$ cat config.mk
export PLATFORM = sky130hd
export DESIGN_NAME = rpeu_front
export DESIGN_NICKNAME = d
export VERILOG_FILES = /design/src/hw/rtl/rpeu_pkg.sv /design/src/hw/rtl/rpeu_front.sv
export SDC_FILE = /design/constraint.sdc
export NUM_CORES = 1
export LEC_CHECK = 0
export BUFFER_PORTS_ARGS = -buffer_cell sky130_fd_sc_hd__buf_2
export CELL_PAD_IN_SITES_DETAIL_PLACEMENT = 1
export CELL_PAD_IN_SITES_GLOBAL_PLACEMENT = 2
export CORE_AREA = 2 2 39 41
export DETAILED_ROUTE_END_ITERATION = 7
export DIE_AREA = 0 0 41 43
export MAX_ROUTING_LAYER = met4
export PLACE_DENSITY = 0.95
export SLEW_MARGIN = 20
export SYNTH_ARGS = -nofsm -noshare
export SYNTH_HDL_FRONTEND = slang
export SYNTH_SLANG_ARGS = --single-unit
$ cat constraint.sdc
create_clock -name vclk -period 0.8
set_input_delay 0.2 -clock vclk [all_inputs]
set_output_delay 0.2 -clock vclk [all_outputs]
set_load 0.01 [all_outputs]
$ cat src/hw/rtl/rpeu_pkg.sv
// Shared types, constants and helpers of the register pair execute unit.
// No dependencies.
package rpeu_pkg;

  // Memory address width default
  localparam int ADDR_BITS_DEF = 16;

  // Stream widths
  localparam int IN_TDATA_W  = 8;
  localparam int OUT_TDATA_W = 88;

  // Output field offsets in out_tdata
  localparam int OUT_BC_LSB    = 0;
  localparam int OUT_DE_LSB    = 16;
  localparam int OUT_HL_LSB    = 32;
  localparam int OUT_SP_LSB    = 48;
  localparam int OUT_CARRY_BIT = 64;
  localparam int OUT_PC_LSB    = 65;
  localparam int OUT_CYC_LSB   = 81;

  // Command queue depth (power of two)
  localparam int QUEUE_DEPTH = 2;
  localparam int QPTR_W      = $clog2(QUEUE_DEPTH);
  localparam int QCNT_W      = $clog2(QUEUE_DEPTH + 1);

  // Mode field codes
  localparam logic [2:0] MODE_DAD  = 3'd0;
  localparam logic [2:0] MODE_INX  = 3'd1;
  localparam logic [2:0] MODE_DCX  = 3'd2;
  localparam logic [2:0] MODE_XCHG = 3'd3;
  localparam logic [2:0] MODE_XTHL = 3'd4;
  localparam logic [2:0] MODE_SPHL = 3'd5;

  // Pair field codes
  localparam logic [1:0] PAIR_BC = 2'd0;
  localparam logic [1:0] PAIR_DE = 2'd1;
  localparam logic [1:0] PAIR_HL = 2'd2;
  localparam logic [1:0] PAIR_SP = 2'd3;

  // Machine cycle counts reported per instruction
  localparam logic [4:0] CYC_DAD  = 5'd10;
  localparam logic [4:0] CYC_INX  = 5'd5;
  localparam logic [4:0] CYC_DCX  = 5'd5;
  localparam logic [4:0] CYC_XCHG = 5'd4;
  localparam logic [4:0] CYC_XTHL = 5'd18;
  localparam logic [4:0] CYC_SPHL = 5'd5;
  localparam logic [4:0] CYC_NOP  = 5'd4;

  // Decoded operation
  typedef enum logic [2:0] {
    OP_DAD,
    OP_INX,
    OP_DCX,
    OP_XCHG,
    OP_XTHL,
    OP_SPHL,
    OP_NOP
  } op_t;

  // Decoded command as held in the queue
  typedef struct packed {
    op_t        op;
    logic [1:0] pair;
    logic [4:0] cycles;
  } cmd_t;

  // Command request between stages
  typedef struct packed {
    logic valid;
    cmd_t cmd;
  } cmd_req_t;

  function automatic logic [4:0] cycles_of(op_t op);
    logic [4:0] c;
    unique case (op)
      OP_DAD:  c = CYC_DAD;
      OP_INX:  c = CYC_INX;
      OP_DCX:  c = CYC_DCX;
      OP_XCHG: c = CYC_XCHG;
      OP_XTHL: c = CYC_XTHL;
      OP_SPHL: c = CYC_SPHL;
      default: c = CYC_NOP;
    endcase
    return c;
  endfunction

endpackage

$ cat src/hw/rtl/rpeu_front.sv
// Front end: accepts input requests and decodes them into queue commands.
// Depends on rpeu_pkg.
module rpeu_front (
  input  logic                               in_tvalid,
  output logic                               in_tready,
  input  logic [rpeu_pkg::IN_TDATA_W-1:0]    in_tdata,   // [2:0] mode, [4:3] pair
  input  logic                               q_full,
  input  logic                               clear_busy,
  output rpeu_pkg::cmd_req_t                 push
);
  import rpeu_pkg::*;

  logic [2:0] mode;
  op_t        op;

  assign mode = in_tdata[2:0];

  // Take a request only when the queue has room and the memory is cleared
  assign in_tready = !q_full && !clear_busy;

  // Mode decode; unused codes act as a no-op
  always_comb begin
    unique case (mode)
      MODE_DAD:  op = OP_DAD;
      MODE_INX:  op = OP_INX;
      MODE_DCX:  op = OP_DCX;
      MODE_XCHG: op = OP_XCHG;
      MODE_XTHL: op = OP_XTHL;
      MODE_SPHL: op = OP_SPHL;
      default:   op = OP_NOP;
    endcase
  end

  assign push.valid      = in_tvalid && in_tready;
  assign push.cmd.op     = op;
  assign push.cmd.pair   = in_tdata[4:3];
  assign push.cmd.cycles = cycles_of(op);

endmodule

Word-level counts from Yosys, hierarchy flattened
Index checks and enable logic that the tools add are counted.
{ "op_classes": {"add_sub_neg": 0, "mul": 0, "n_div": 0, "magnitude_cmp": 0, "n_eq_ne": 9, "n_shift": 0, "n_mux": 2, "bitwise_logic": 0, "reduce_logical": 7} }
{ "ops": {"columns": ["cell", "count"], "rows": [
  ["$pmux W3 S6", 1],
  ["$pmux W5 S3", 1],
  ["$eq A3 B3 Y1 const B", 4],
  ["$eq A3 B2 Y1 const B", 3],
  ["$eq A3 B1 Y1 const B", 2],
  ["$logic_not A3 Y1", 2],
  ["$reduce_or A3 Y1", 1],
  ["$logic_and A1 B1 Y1", 2],
  ["$logic_not A1 Y1", 2]
]} }
{ "totals": {"reg_bits": 0, "latch_bits": 0, "ramBits": 0, "romBits": 0, "in_bits": 11, "output_inout_bits": 12, "word_cells": 18, "n_memories": 0} }

Logic depth before layout (Yosys ltp)
{ "logic_depth": {"depth_word": 5, "ltp_mapped": 3, "depth_no_buf": 3} }

Least setup slack after synthesis
Ideal clock, no wire load.
{ "synth_timing": {"path_type": "input to output", "startpoint": "in in_tdata[1] (netlist name)", "endpoint": "out push[3] (netlist name)", "arrival_time_ps": 652, "required_ps": 600, "setup_slack_ps": -52, "cell_stages": 3, "path_buffers": 0, "path_cell_list": "nor2_2 -> inv_1 -> nor2_1"} }
{ "synth_rtl": {"columns": ["item", "line", "rtl"], "rows": [
  ["from (decl)", "rpeu_front.sv:6", "input logic [rpeu_pkg::IN_TDATA_W-1:0] in_tdata,"],
  ["to (decl)", "rpeu_front.sv:9", "output rpeu_pkg::cmd_req_t push"]
]} }

==> results.sh <==
export IMPL_hpwlAfterDp_um=275
export IMPL_startpoint_type="input port"
export IMPL_wl_per_cell_um=7.163
export IMPL_drv_slew=0
export IMPL_yosysWarnings=0
export IMPL_cap_violations=0
export IMPL_power_density_nw_per_um2=525.6
export IMPL_seq_cells=0
export IMPL_status="finished, violations left"
export IMPL_placed_cells=42
export IMPL_vias=137
export IMPL_dieArea_um2=1763
export IMPL_seq_area_um2=0
export IMPL_critPathMaxStageDelay_ns=0.29
export IMPL_final_layout_size_suffix_gt1_frac=0.8519
export IMPL_fin_cells=43
export IMPL_final_util=0.1763
export IMPL_crit_type="input port to output pin"
export IMPL_crit_slowest_cell="mux2_4"
export IMPL_fin_crit_sh=1.144
export IMPL_grt_total_usage=0.02456
export IMPL_firstDrtPassIters=1
export IMPL_violations="setup timing"
export IMPL_rsz0062_at_grt="true"
export IMPL_die_w_um=41
export IMPL_grt_max_degree=5
export IMPL_nets=40
export IMPL_path_buf_inv=2
export IMPL_ys_types=8
export IMPL_grt_pass1_vias=108
export IMPL_rows=14
export IMPL_routed_wl_um=308
export IMPL_path_max_fanout=4
export IMPL_relSlewSlack=0.9137
export IMPL_total_power_mw=0.1282
export IMPL_netlist_area_um2=78.83
export IMPL_start_util=0.05696
export IMPL_nClkBuffers=0
export IMPL_grt_overflow=0
export IMPL_tightest_slew_ns=0.1283
export IMPL_syn2layout_area_growth_pct=209.5
export IMPL_antenna_found_initial=0
export IMPL_num_antenna_cells=0
export IMPL_grt_pass1_wl_um=324
export IMPL_ios=23
export IMPL_max_freq_ghz=1.093
export IMPL_ant_nets=0
export IMPL_vdd_ir_drop_max_uv=74.35
export IMPL_finalHoldViolCount=0
export IMPL_avgViaCountPerCell=3.186
export IMPL_critPathRequiredTime_ns=0.60
export IMPL_drtIter0Drc=0
export IMPL_timing_hold_ws_ns=0.4000
export IMPL_arrival_ns=0.72
export IMPL_ys_seq_area_frac=0
export IMPL_chipHeight_um=43
export IMPL_ctsHoldBuffers=0
export IMPL_drc=0
export IMPL_io_buffers=16
export IMPL_core_area_um2=1384
export IMPL_holdCritPathClass="input port to output pin"
export IMPL_crit_path_cell_trace="buf_8, mux2_4, buf_6"
export IMPL_min_period_ns=0.9153
export IMPL_p_leak_nw=0.1256
export IMPL_synth_nets=24
export IMPL_syn_inst=13
export IMPL_syn_area_per_cell_um2=6.064
export IMPL_setup_viol=4
export IMPL_fin_ws_ns=-0.1153
export IMPL_cp_end_kind="output pin"
export IMPL_cp_top_family="multiplexers"
export IMPL_gp_congestion=0.4327
-- final timing paths --
path | startpoint | end | slack, ns | cells past startpoint
setup / recovery | in_tdata[1] | push[0] | -0.12 | 3
hold / removal | in_tdata[4] | push[6] | 0.40 | 0
-- metal layers --
metal | vias to the layer above | global-route usage | share of wire
li1 | 65 | - | -
met1 | 56 | 0.01266 | 0.25
met2 | 16 | 0.06250 | 0.53
met3 | 0 | 0 | 0.22
met4 | 0 | 0 | 0
met5 | - | - | 0
-- layout make-up --
type	count	area (um^2)
well taps	16	20.02
multi-input cells	8	67.56
inverters	1	3.754
repair buffers	18	152.6
fillers	164	1140
-- layout by cell type, fill, tap and decap left out --
cell / count
a21boi_0: 1
and2_1: 2
mux2_4: 1
buf_6: 8
buf_4: 1
buf_8: 1
buf_2: 8
nor2_2: 1
nor2_1: 1
inv_2: 1
nor2_4: 2
-- through the flow --
step	instance area [um^2]	TNS, ns	setup slack, ns
2_1_floorplan	81.33	0	0.002302
5_1_grt	244.0	-0.4146	-0.1290
6_report	244.0	-0.2596	-0.1153
3_5_place_dp	166.4	-0.6245	-0.1638
4_1_cts	209.0	-0.3655	-0.1156
3_3_place_gp	166.4	-0.5586	-0.1505
-- synth_stat cells, drive strengths merged --
cell type  instances  area (um^2)
and2               2        12.51
buf                2        15.01
clkbuf             2        7.510
mux2               1        15.01
nor2               4        17.52
a21boi             1        7.510
inv                1        3.750
-- where the power goes --
| group | internal [mW] | switching [mW] |
|---|---|---|
| Combinational | 0.0780 | 0.0502 |
| Sequential | 0 | 0 |
| Clock | 0 | 0 |
-- kinds of logic (layout without fill, tap and decap cells) --
family / after synthesis / in the layout / synth area share
compound gates: 1 / 1 / 0.09527
buf+inv: 5 / 19 / 0.3333
mux: 1 / 1 / 0.1904
simple gates: 6 / 6 / 0.3810
-- timing repair --
action | in CTS | in global routing
endpoints found under the hold margin | 0 | 0
buffers inserted | 0 | 1
pin swaps | 2 | 2
resized for setup | 11 | 6
setup endpoints to repair | 7 | 7
Power figures use the tool's default switching activity.
