## src/hw/rtl/rpeu_pkg.sv

```systemverilog
// Shared types, constants and helpers of the register pair execute unit.
// No dependencies.
package rpeu_pkg;

  // Memory address width default
  localparam int ADDR_BITS_DEF = 16;

  // Stream widths
  localparam int IN_TDATA_W  = 8;
  localparam int OUT_TDATA_W = 88;

  // Output field offsets in out_tdata
  localparam int OUT_BC_LSB    = 0;
  localparam int OUT_DE_LSB    = 16;
  localparam int OUT_HL_LSB    = 32;
  localparam int OUT_SP_LSB    = 48;
  localparam int OUT_CARRY_BIT = 64;
  localparam int OUT_PC_LSB    = 65;
  localparam int OUT_CYC_LSB   = 81;

  // Command queue depth (power of two)
  localparam int QUEUE_DEPTH = 2;
  localparam int QPTR_W      = $clog2(QUEUE_DEPTH);
  localparam int QCNT_W      = $clog2(QUEUE_DEPTH + 1);

  // Mode field codes
  localparam logic [2:0] MODE_DAD  = 3'd0;
  localparam logic [2:0] MODE_INX  = 3'd1;
  localparam logic [2:0] MODE_DCX  = 3'd2;
  localparam logic [2:0] MODE_XCHG = 3'd3;
  localparam logic [2:0] MODE_XTHL = 3'd4;
  localparam logic [2:0] MODE_SPHL = 3'd5;

  // Pair field codes
  localparam logic [1:0] PAIR_BC = 2'd0;
  localparam logic [1:0] PAIR_DE = 2'd1;
  localparam logic [1:0] PAIR_HL = 2'd2;
  localparam logic [1:0] PAIR_SP = 2'd3;

  // Machine cycle counts reported per instruction
  localparam logic [4:0] CYC_DAD  = 5'd10;
  localparam logic [4:0] CYC_INX  = 5'd5;
  localparam logic [4:0] CYC_DCX  = 5'd5;
  localparam logic [4:0] CYC_XCHG = 5'd4;
  localparam logic [4:0] CYC_XTHL = 5'd18;
  localparam logic [4:0] CYC_SPHL = 5'd5;
  localparam logic [4:0] CYC_NOP  = 5'd4;

  // Decoded operation
  typedef enum logic [2:0] {
    OP_DAD,
    OP_INX,
    OP_DCX,
    OP_XCHG,
    OP_XTHL,
    OP_SPHL,
    OP_NOP
  } op_t;

  // Decoded command as held in the queue
  typedef struct packed {
    op_t        op;
    logic [1:0] pair;
    logic [4:0] cycles;
  } cmd_t;

  // Command request between stages
  typedef struct packed {
    logic valid;
    cmd_t cmd;
  } cmd_req_t;

  function automatic logic [4:0] cycles_of(op_t op);
    logic [4:0] c;
    unique case (op)
      OP_DAD:  c = CYC_DAD;
      OP_INX:  c = CYC_INX;
      OP_DCX:  c = CYC_DCX;
      OP_XCHG: c = CYC_XCHG;
      OP_XTHL: c = CYC_XTHL;
      OP_SPHL: c = CYC_SPHL;
      default: c = CYC_NOP;
    endcase
    return c;
  endfunction

endpackage

```

## src/hw/rtl/rpeu_queue.sv

```systemverilog
// Short command queue decoupling the front end from the execute stage.
// Depends on rpeu_pkg.
module rpeu_queue (
  input  logic               clk,
  input  logic               rst_n,
  input  rpeu_pkg::cmd_req_t push,
  output logic               full,
  output rpeu_pkg::cmd_req_t head,
  input  logic               pop
);
  import rpeu_pkg::*;

  cmd_t              entries_r [QUEUE_DEPTH];
  logic [QPTR_W-1:0] wr_ptr_r;
  logic [QPTR_W-1:0] rd_ptr_r;
  logic [QCNT_W-1:0] count_r;
  logic              do_pop;

  assign full       = (count_r == QCNT_W'(QUEUE_DEPTH));
  assign head.valid = (count_r != '0);
  assign head.cmd   = entries_r[rd_ptr_r];
  assign do_pop     = pop && head.valid;

  // Entry storage
  always_ff @(posedge clk) begin
    if (push.valid) begin
      entries_r[wr_ptr_r] <= push.cmd;
    end
  end

  // Pointers and fill count
  always_ff @(posedge clk) begin
    if (!rst_n) begin
      wr_ptr_r <= '0;
      rd_ptr_r <= '0;
      count_r  <= '0;
    end else begin
      if (push.valid) begin
        wr_ptr_r <= wr_ptr_r + QPTR_W'(1);
      end
      if (do_pop) begin
        rd_ptr_r <= rd_ptr_r + QPTR_W'(1);
      end
      if (push.valid && !do_pop) begin
        count_r <= count_r + QCNT_W'(1);
      end else if (!push.valid && do_pop) begin
        count_r <= count_r - QCNT_W'(1);
      end
    end
  end

endmodule

```

## config.mk

```make
export PLATFORM = sky130hd
export DESIGN_NAME = rpeu_queue
export DESIGN_NICKNAME = d
export VERILOG_FILES = /design/src/hw/rtl/rpeu_pkg.sv /design/src/hw/rtl/rpeu_queue.sv
export SDC_FILE = /design/constraint.sdc
export NUM_CORES = 1
export LEC_CHECK = 0
export ABC_AREA = 1
export BUFFER_PORTS_ARGS = -buffer_cell sky130_fd_sc_hd__buf_2
export CAP_MARGIN = 20
export CORE_UTILIZATION = 45
export CTS_CLUSTER_SIZE = 25
export DETAILED_ROUTE_END_ITERATION = 6
export HOLD_SLACK_MARGIN = 0.06
export PLACE_DENSITY = 0.72
export SLEW_MARGIN = 10
export SYNTH_ARGS = -nofsm -noshare
export SYNTH_HDL_FRONTEND = slang
export SYNTH_SLANG_ARGS = --single-unit
```

## constraint.sdc

```tcl
create_clock -name clk -period 1.3 [get_ports clk]
set_clock_uncertainty 0.1 [all_clocks]
set_input_delay 0.195 -clock clk [delete_from_list [all_inputs] [get_ports clk]]
set_output_delay 0.195 -clock clk [all_outputs]
set_load 0.03 [all_outputs]
```

== Word-level counts from Yosys, hierarchy flattened ==
Memories as Yosys holds them, arrays and structs flattened. A register that Yosys moved wholly into a read port is not among the register bits.
Cells that the tools add are included.
Widths: inputs -> output; s select.

* Register bits: 4
* Latch bits: 0
* Memory bits (writable): 20
* ROM bits: 0
* Output and inout port bits: 12
* Memories kept: 1

{| class="wikitable"
|+ Memory list
! memory !! depth !! width !! rd ports !! clocked after Yosys merged registers in !! wr ports !! line !! source
|-
| entries_r || 2 || 10 || 1 || 1 || 1 || rpeu_queue.sv:13 || <nowiki>cmd_t entries_r [QUEUE_DEPTH];</nowiki>
|}

* Add/subtract/negate cells: 4
* Multipliers: 0
* Div/mod/pow operators: 0
* $lt $le $gt $ge: 0
* Equality and inequality tests: 1
* Shift-type cells: 0
* Multiplexer cells: 6
* Bitwise operators: 0
* Reductions and logical operators: 7

{| class="wikitable"
|+ Operators by type and width
! cell !! count
|-
| $mux 1 || 4
|-
| $mux 2 || 2
|-
| $reduce_bool 2->1 || 2
|-
| $logic_and 1x1->1 || 3
|-
| $add 1x1->1 const B || 2
|-
| $add 2x1->2 const B || 1
|-
| $eq 2x2->1 const B || 1
|-
| $logic_not 1->1 || 2
|-
| $sub 2x1->2 const B || 1
|}

== Depth between registers and ports, before layout ==
Gate-level depths: netlist of run 1.

* Depth after elaboration: 5
* Mapped depth: 9
* Gate-level depth less buffers: 9

== Worst setup path before layout of run 1 ==
No wires, ideal clock.

* Path type: reg-to-reg
* Start point: register count_r[0]
* End point: register count_r[1]
* Arrival time: 1.103 ns
* Required time: 1.136 ns
* Slack: 0.033 ns
* Cell stages (with the launch flop): 9
* Buffers on the path: 0
* Clock period less this slack: 1.267 ns
* Cell sequence: dfxtp_1 o21a_2 inv_1 ha_1 inv_1 nand3_1 nand2_1 inv_1 nor2_1

* Word-level cells in the longest chain between the ends: 5
* Elaborated cells between the ends (all ways): 10

{| class="wikitable"
|+ Ends and longest elaborated chain
! item !! line !! source
|-
| start: declaration || rpeu_queue.sv:16 || <nowiki>logic [QCNT_W-1:0] count_r;</nowiki>
|-
| start signal: assignment || rpeu_queue.sv:45 || <nowiki>count_r <= count_r + QCNT_W'(1);</nowiki>
|-
| start signal: assignment || rpeu_queue.sv:47 || <nowiki>count_r <= count_r - QCNT_W'(1);</nowiki>
|-
| branches (longest 5 deep; another with $sub 2x1->2) || n/a ||
|}

Parallel ways; which one is timed is not known. The select of a mux whose other input is x is not followed.
A chain may end at the register's enable or synchronous reset.

==> results of run 1 <==
## power groups by stage
stage          combinational, mW  sequential, mW  clock [mW]
6_report                   0.624           0.953       0.322
5_1_grt                    0.660           0.959       0.363
3_5_place_dp               0.439           0.965           0
3_3_place_gp               0.428           0.962           0
4_1_cts                    0.584           0.953       0.337
2_1_floorplan              0.319           0.963           0
## cell families after synthesis
| kind of cell | share of synthesized area (%) |
|---|---|
| flip-flops | 70.0 |
| AND/OR/NAND/NOR | 7.75 |
| multiplexers | 15.0 |
| buffers and inverters | 4.13 |
| AO/OA/AOI/OAI | 1.87 |
| adder cells (fa/ha/maj) | 1.25 |
## placed cells by master, fill, tap and decap left out
master,synthesis,layout
inv_1,7,5
nand4_1,1,1
edfxtp_1,20,20
buf_2,0,13
inv_2,1,1
o21a_2,1,1
inv_4,0,2
mux2_4,10,10
nand2_2,1,2
dfxtp_2,0,3
nor2_4,0,1
a21oi_1,1,1
o21ai_1,0,1
nand3_2,0,1
nand2_1,8,7
clkbuf_4,0,3
dlygate4sd3_1,0,11
dfxtp_1,5,2
nor2_1,8,7
clkbuf_1,0,1
buf_6,1,15
ha_4,0,1
buf_4,0,5
## metal layers
layer / routed length [um] / vias up / part of all wire (%)
li1: - / 324 / -
met1: 651 / 289 / 38
met2: 910 / 29 / 53
met3: 88 / 6 / 5.2
met4: 52 / 0 / 3.1
met5: 0 / - / 0
## worst max-delay path, delay by kind of cell, from the launching register on
kind	cells	cell delay, ps
flip-flops	1	360
multiplexers	1	310
buffers and inverters	2	270
## metrics by stage
step / total power [mW] / utilization (%) / worst slack (ps) / setup TNS [ps]
5_1_grt: 1.98 / 72.6 / -296 / -3070
3_3_place_gp: 1.39 / 58.7 / 33.9 / 0
4_1_cts: 1.87 / 71.3 / -255 / -2530
6_report: 1.90 / 72.6 / -245 / -2370
2_1_floorplan: 1.28 / - / 32.7 / 0
3_5_place_dp: 1.40 / 58.7 / -60.8 / -60.8
## state kept, by name (all words and copies together) (netlist names), named ones only
name	count
rd_ptr_r	1
wr_ptr_r	1
entries_r	20
count_r	2
## final timing paths
path / to / start / depth (start not counted) / slack [ps]
min reg2reg: wr_ptr_r / wr_ptr_r / 2 / 410
min: wr_ptr_r / push[10] / 3 / 80
max: head[5] / flop / 3 / -250
max reg2reg: count_r[1] / count_r[1] / 9 / -20
## what timing repair did
item                       in CTS  in global routing
setup endpoints to repair      13                 14
gates resized for setup        34                  6
hold endpoints to repair       25                  0
hold buffers                   11                  0
buffers inserted                2                  1
cloned                          0                  0
pin swaps                       3                  2
## final cells by class
type / count / area [um2]
Sequential cell: 25 / 704
Fill cell: 153 / 554
Timing Repair Buffer: 44 / 382
Multi-Input combinational cell: 33 / 287
Inverter: 8 / 35.0
Tap cell: 27 / 33.8
Clock buffer: 4 / 26.3
==> impl_metrics.yaml, run 1 <==
outcome:
  status: "finished, violations left"
  violations: "setup timing"
floorplanning:
  core_area_um2: 2020
  die_h_um: 49.2
  die_x_um: 49.2
  rows: 16
  num_io_pins: 26
  initial_core_util_pct: 49.5
  die_area_um2: 2420
timing:
  hold_ws_ps: 76.4
  final-setup-viol-count: 13
  drv_slew: 0
  post-route-period-util_pct: 119
  tightest_slew_ps: 166
  setup_ws_ps: -245
  clock.fmax_ghz: 0.647
  hold_violations: 0
  slew_headroom_pct: 88.9
  rsz0062_at_grt: "true"
  fin_crit_ps: 1550
worst_setup_path:
  path_cells: "buf_6, mux2_4, buf_6"
  worst_ep_arrival_time_ps: 1250
  critPathSlowestCell: "dfxtp_2"
  worstSetupPathType: "flop to output pin"
  crit_required_ps: 1000
  path_max_fanout: 5
  start_kind: "flop"
  slowest_delay_ps: 360
  worstSetupEndpointType: "output pin"
  cp_common_cell: "buf_6"
grt:
  grtUsageMet3_pct: 2.80
  track_usage_pct: 14.9
  gr-usage-met2_pct: 26.5
  use_met1_pct: 15.8
  busiest_layer: "met2"
  grt_pass1_wl_mm: 2.50
  antenna_found_initial: 0
  overflow: 0
  grt_max_degree: 14
  grt_pass1_vias: 584
layout:
  final_nets: 130
  final_area_um2: 1470
  diodes: 0
  drive_above_1_share_pct: 50.9
  area_growth_pct: 46.6
  stdcell_count: 141
detailed_routing:
  drt-total-wl_mm: 1.70
  drc_errors: 0
  dr.first_iter.drc_count: 15
  dr_total_vias: 648
  post_drt_wl_per_cell_um: 12.1
  ant_nets: 0
  firstDrtPassIters: 4
  viasPerCell: 4.60
logic_synthesis:
  synth_area_leaders: "edfxtp_1 60%, mux2_4 15%, dfxtp_1 10%, nand2_1 3.0%, nor2_1 3.0%"
  yosys.area.top_type_share_pct: 60.0
  ys_ff_latch: 25
  synth.most_common_cell: "edfxtp_1"
  synth.avg_cell_area_um2: 14.9
  synth_cell_types: 15
  ys_top_cells_by_count: "20 x edfxtp_1, 10 x mux2_4, 8 x nand2_1, 8 x nor2_1, 7 x inv_1"
  synth_seq_area_share_pct: 70.0
  synth_edf_count: 20
  synthesis.area_um2: 1000
  synth_top_cell_by_area: "edfxtp_1"
  ys.flop_type: "edfxtp_1"
  synthCells: 67
  synthArstFlopShare_pct: 0
  synth_warnings: 0
  synthesis.nets: 82
power:
  p_int_mw: 1.36
  comb_power_share_pct: 32.9
  power_density_nw_per_um2: 1290
  power.leakage_nw: 0.628
  switching_share_pct: 28.2
  clkPwrFrac_pct: 17.0
  pwr-share-seq_pct: 50.2
  switchingPower_uw: 536
  irDropWorstVdd_v: 0.000891
placement:
  dpl.hpwl_mm: 1.02
  place_area_um2: 1190
  post-place-cells: 123
  io_buffer_count: 25
  gp_congestion: 0.744
clocking:
  clk_pin_slew_worst_paths_ps: 120
  clockBufferDepth: 2
  cts_made_buffers: 3
  clk_latency_ps: 310
  numClockSinks: 25
  htreeDepth: 1
  cts_tree: "built"
  cts-root-buf: "clkbuf_4"
hold_path:
  worstHoldPathType: "input pin to flop"
run:
  drv_cap: 0
No activity file was read; power rests on OpenSTA's default activity.
==> run 2: changes to the inputs <==
- ABC_AREA: 1 -> default
- CORE_UTILIZATION: 45 -> 44
==> run 2 against run 1 <==
The run still ends with setup timing left. Clock power about the same. Via count decreased by 2.6%. Critical endpoint is now head[0]. Worst hold slack improved by 98 ps. Combinational power increased by 130%. Sequential cell count unchanged. Total power increased by 48%. Register-to-register slack got worse by 110 ps. Utilization increased by 3.9 points. Critical path type unchanged. Clock-buffer cell count unchanged. Area after synthesis decreased by 6.3%. Routed wire length increased by 8.2%.
==> impl_metrics.yaml, run 2 <==
outcome:
  status: "finished, violations left"
  violations: "setup timing"
layout:
  stdcell_count: 132
  final_common_cell: "edfxtp_1"
  final_cell_mix: "20 x edfxtp_1, 18 x buf_6, 13 x buf_2"
  area_growth_pct: 61.6
  top_register: "entries_r"
  largest_register_ffs: 20
  final_nets: 121
  final_area_um2: 1520
  drive_above_1_share_pct: 57.1
  largestRegisters: "entries_r: 20 flops, count_r: 2 flops"
  diodes: 0
  fill_cells: 120
  fin_util_pct: 76.5
power:
  power_density_nw_per_um2: 1850
  power.leakage_nw: 0.613
  irDropWorstVdd_v: 0.00141
  finalPower_mw: 2.80
detailed_routing:
  drt-total-wl_mm: 1.84
  post_drt_wl_per_cell_um: 13.9
  dr_total_vias: 631
  firstDrtPassIters: 4
  drc_errors: 0
  viasPerCell: 4.78
  ant_nets: 0
  dr.first_iter.drc_count: 5
logic_synthesis:
  ys.flop_type: "edfxtp_1"
  synth_edf_count: 20
  synthCells: 53
  synth_warnings: 0
  synthArstFlopShare_pct: 0
  synth_seq_area_share_pct: 74.7
  synth_area_leaders: "edfxtp_1 64%, mux2_2 12%, dfxtp_1 11%, and2_1 2.7%, nor2b_1 2.0%"
  synth_cell_types: 15
  synth.most_common_cell: "edfxtp_1"
  synthesis.area_um2: 938
  ys_top_cells_by_count: "20 x edfxtp_1, 10 x mux2_2, 5 x dfxtp_1, 4 x and2_1, 3 x nor2b_1"
  ys_ff_latch: 25
  synth_top_cell_by_area: "edfxtp_1"
  synth.avg_cell_area_um2: 17.7
  yosys.area.top_type_share_pct: 64.0
  synthesis.nets: 68
floorplanning:
  num_io_pins: 26
  die_x_um: 48.2
  core_area_um2: 1980
  rows: 16
  initial_core_util_pct: 47.3
  die_area_um2: 2320
  die_h_um: 48.2
placement:
  gp_congestion: 0.629
  pre_cts_ws_ps: -93.8
  dpl.hpwl_mm: 1.08
  place_area_um2: 1170
  io_buffer_count: 25
  post-place-cells: 114
worst_setup_path:
  worst_ep_arrival_time_ps: 1250
  reg2regPathDepth: 4
  path_cells: "buf_6, mux2_4, buf_6"
  critPathBufInv: 2
  worstSetupEndpointType: "output pin"
  crit_cells: 3
  path_max_fanout: 5
  r2r-end: "count_r[1]"
  path_delay_family: "flip-flops"
  critPathSlowestCell: "dfxtp_2"
  crit_path_end: "head[0]"
  slowest_delay_ps: 360
  start_kind: "flop"
  r2r_slack_ps: -130
  r2r-start: "count_r[1]"
  cp_common_cell: "buf_6"
  crit_required_ps: 1000
  worstSetupPathType: "flop to output pin"
timing:
  tightest_slew_ps: 153
  slew_headroom_pct: 89.8
  final-setup-viol-count: 14
  hold_ws_ps: 174
  fin_tns_setup_ps: -2770
  post-route-period-util_pct: 119
  setup_ws_ps: -245
  hold_violations: 0
  rsz0062_at_grt: "true"
  fin_crit_ps: 1540
  drv_slew: 0
  clock.fmax_ghz: 0.647
hold_path:
  worstHoldPathType: "input pin to flop"
clocking:
  numClockSinks: 25
  clk_pin_slew_worst_paths_ps: 120
  clk_latency_ps: 300
  cts_tree: "built"
  cts-root-buf: "clkbuf_4"
  htreeDepth: 1
  cts_made_buffers: 3
  clockBufferDepth: 2
run:
  drv_cap: 0
grt:
  grt_max_degree: 14
  grt_pass1_wl_mm: 2.60
  overflow: 0
  track_usage_pct: 17.5
  grt_pass1_vias: 607
  antenna_found_initial: 0
run 2: cell count changes in the layout (fill, tap and decap cells not counted), sizes merged, moves of 2 or more:
cell and change:
and2 +4, xnor2 +2, nor2 -8, nor2b +3
nand2 -9, inv -8, buf +5
run 2: cell type report:
| class | instances | area [um2] | share of cell area [%] |
|---|---|---|---|
| Timing Repair Buffer | 49 | 430 | 28.4 |
| Multi-Input combinational cell | 27 | 317 | 20.9 |
| Clock buffer | 4 | 26.3 | 1.73 |
| Sequential cell | 25 | 709 | 46.8 |
| Tap cell | 27 | 33.8 | 2.23 |
run 2: cell families (layout without fill, tap and decap cells):
logic type,Yosys count,count (layout),share of synthesized area [%]
DFF,25,25,74.7
muxes,10,10,12.0
and+or+nand+nor,9,9,6.00
AOI/OAI and AO/OA,4,4,2.67
xor gates and xnor gates,3,3,2.80
adders and majority gates,1,1,1.33
buffers and inverters,1,53,0.533
run 2: report_power, final:
| group | switching, mW | internal (mW) |
|---|---|---|
| Sequential | 0.0676 | 0.982 |
| Clock | 0.204 | 0.120 |
| Combinational | 0.617 | 0.815 |
| Total | 0.888 | 1.92 |
run 2: worst min path at each step:
stage	to	start	slack, ps	cells past startpoint
finish	wr_ptr_r	push[10]	170	3
CTS	wr_ptr_r	push[10]	120	3
global placement	entries_r[1][4]	push[4]	280	1
global route	wr_ptr_r	push[10]	180	3
floorplan	entries_r[0][0]	push[0]	190	0
detailed placement	entries_r[1][5]	push[5]	290	1
run 2: layer usage:
metal / routed length (um) / share of wire (%) / GRT usage (%)
met1: 725 / 39 / 19.4
met2: 1040 / 56 / 30.1
met3: 48 / 2.6 / 4.81
met4: 27 / 1.5 / 10.0
met5: 0 / 0 / 0
run 2: timing repair:
item	in CTS	in global routing
endpoints found under the setup margin	14	14
hold endpoints to repair	25	0
hold buffers	11	0
resized for setup	43	8
buffers inserted	2	1
pin swaps	5	4
run 2: worst reg2reg max path, stage by stage (launching register included):
cell      delay [ps]
dfxtp_4          380
o21ai_4          180
ha_4             230
or3_4            350
a21boi_1         140
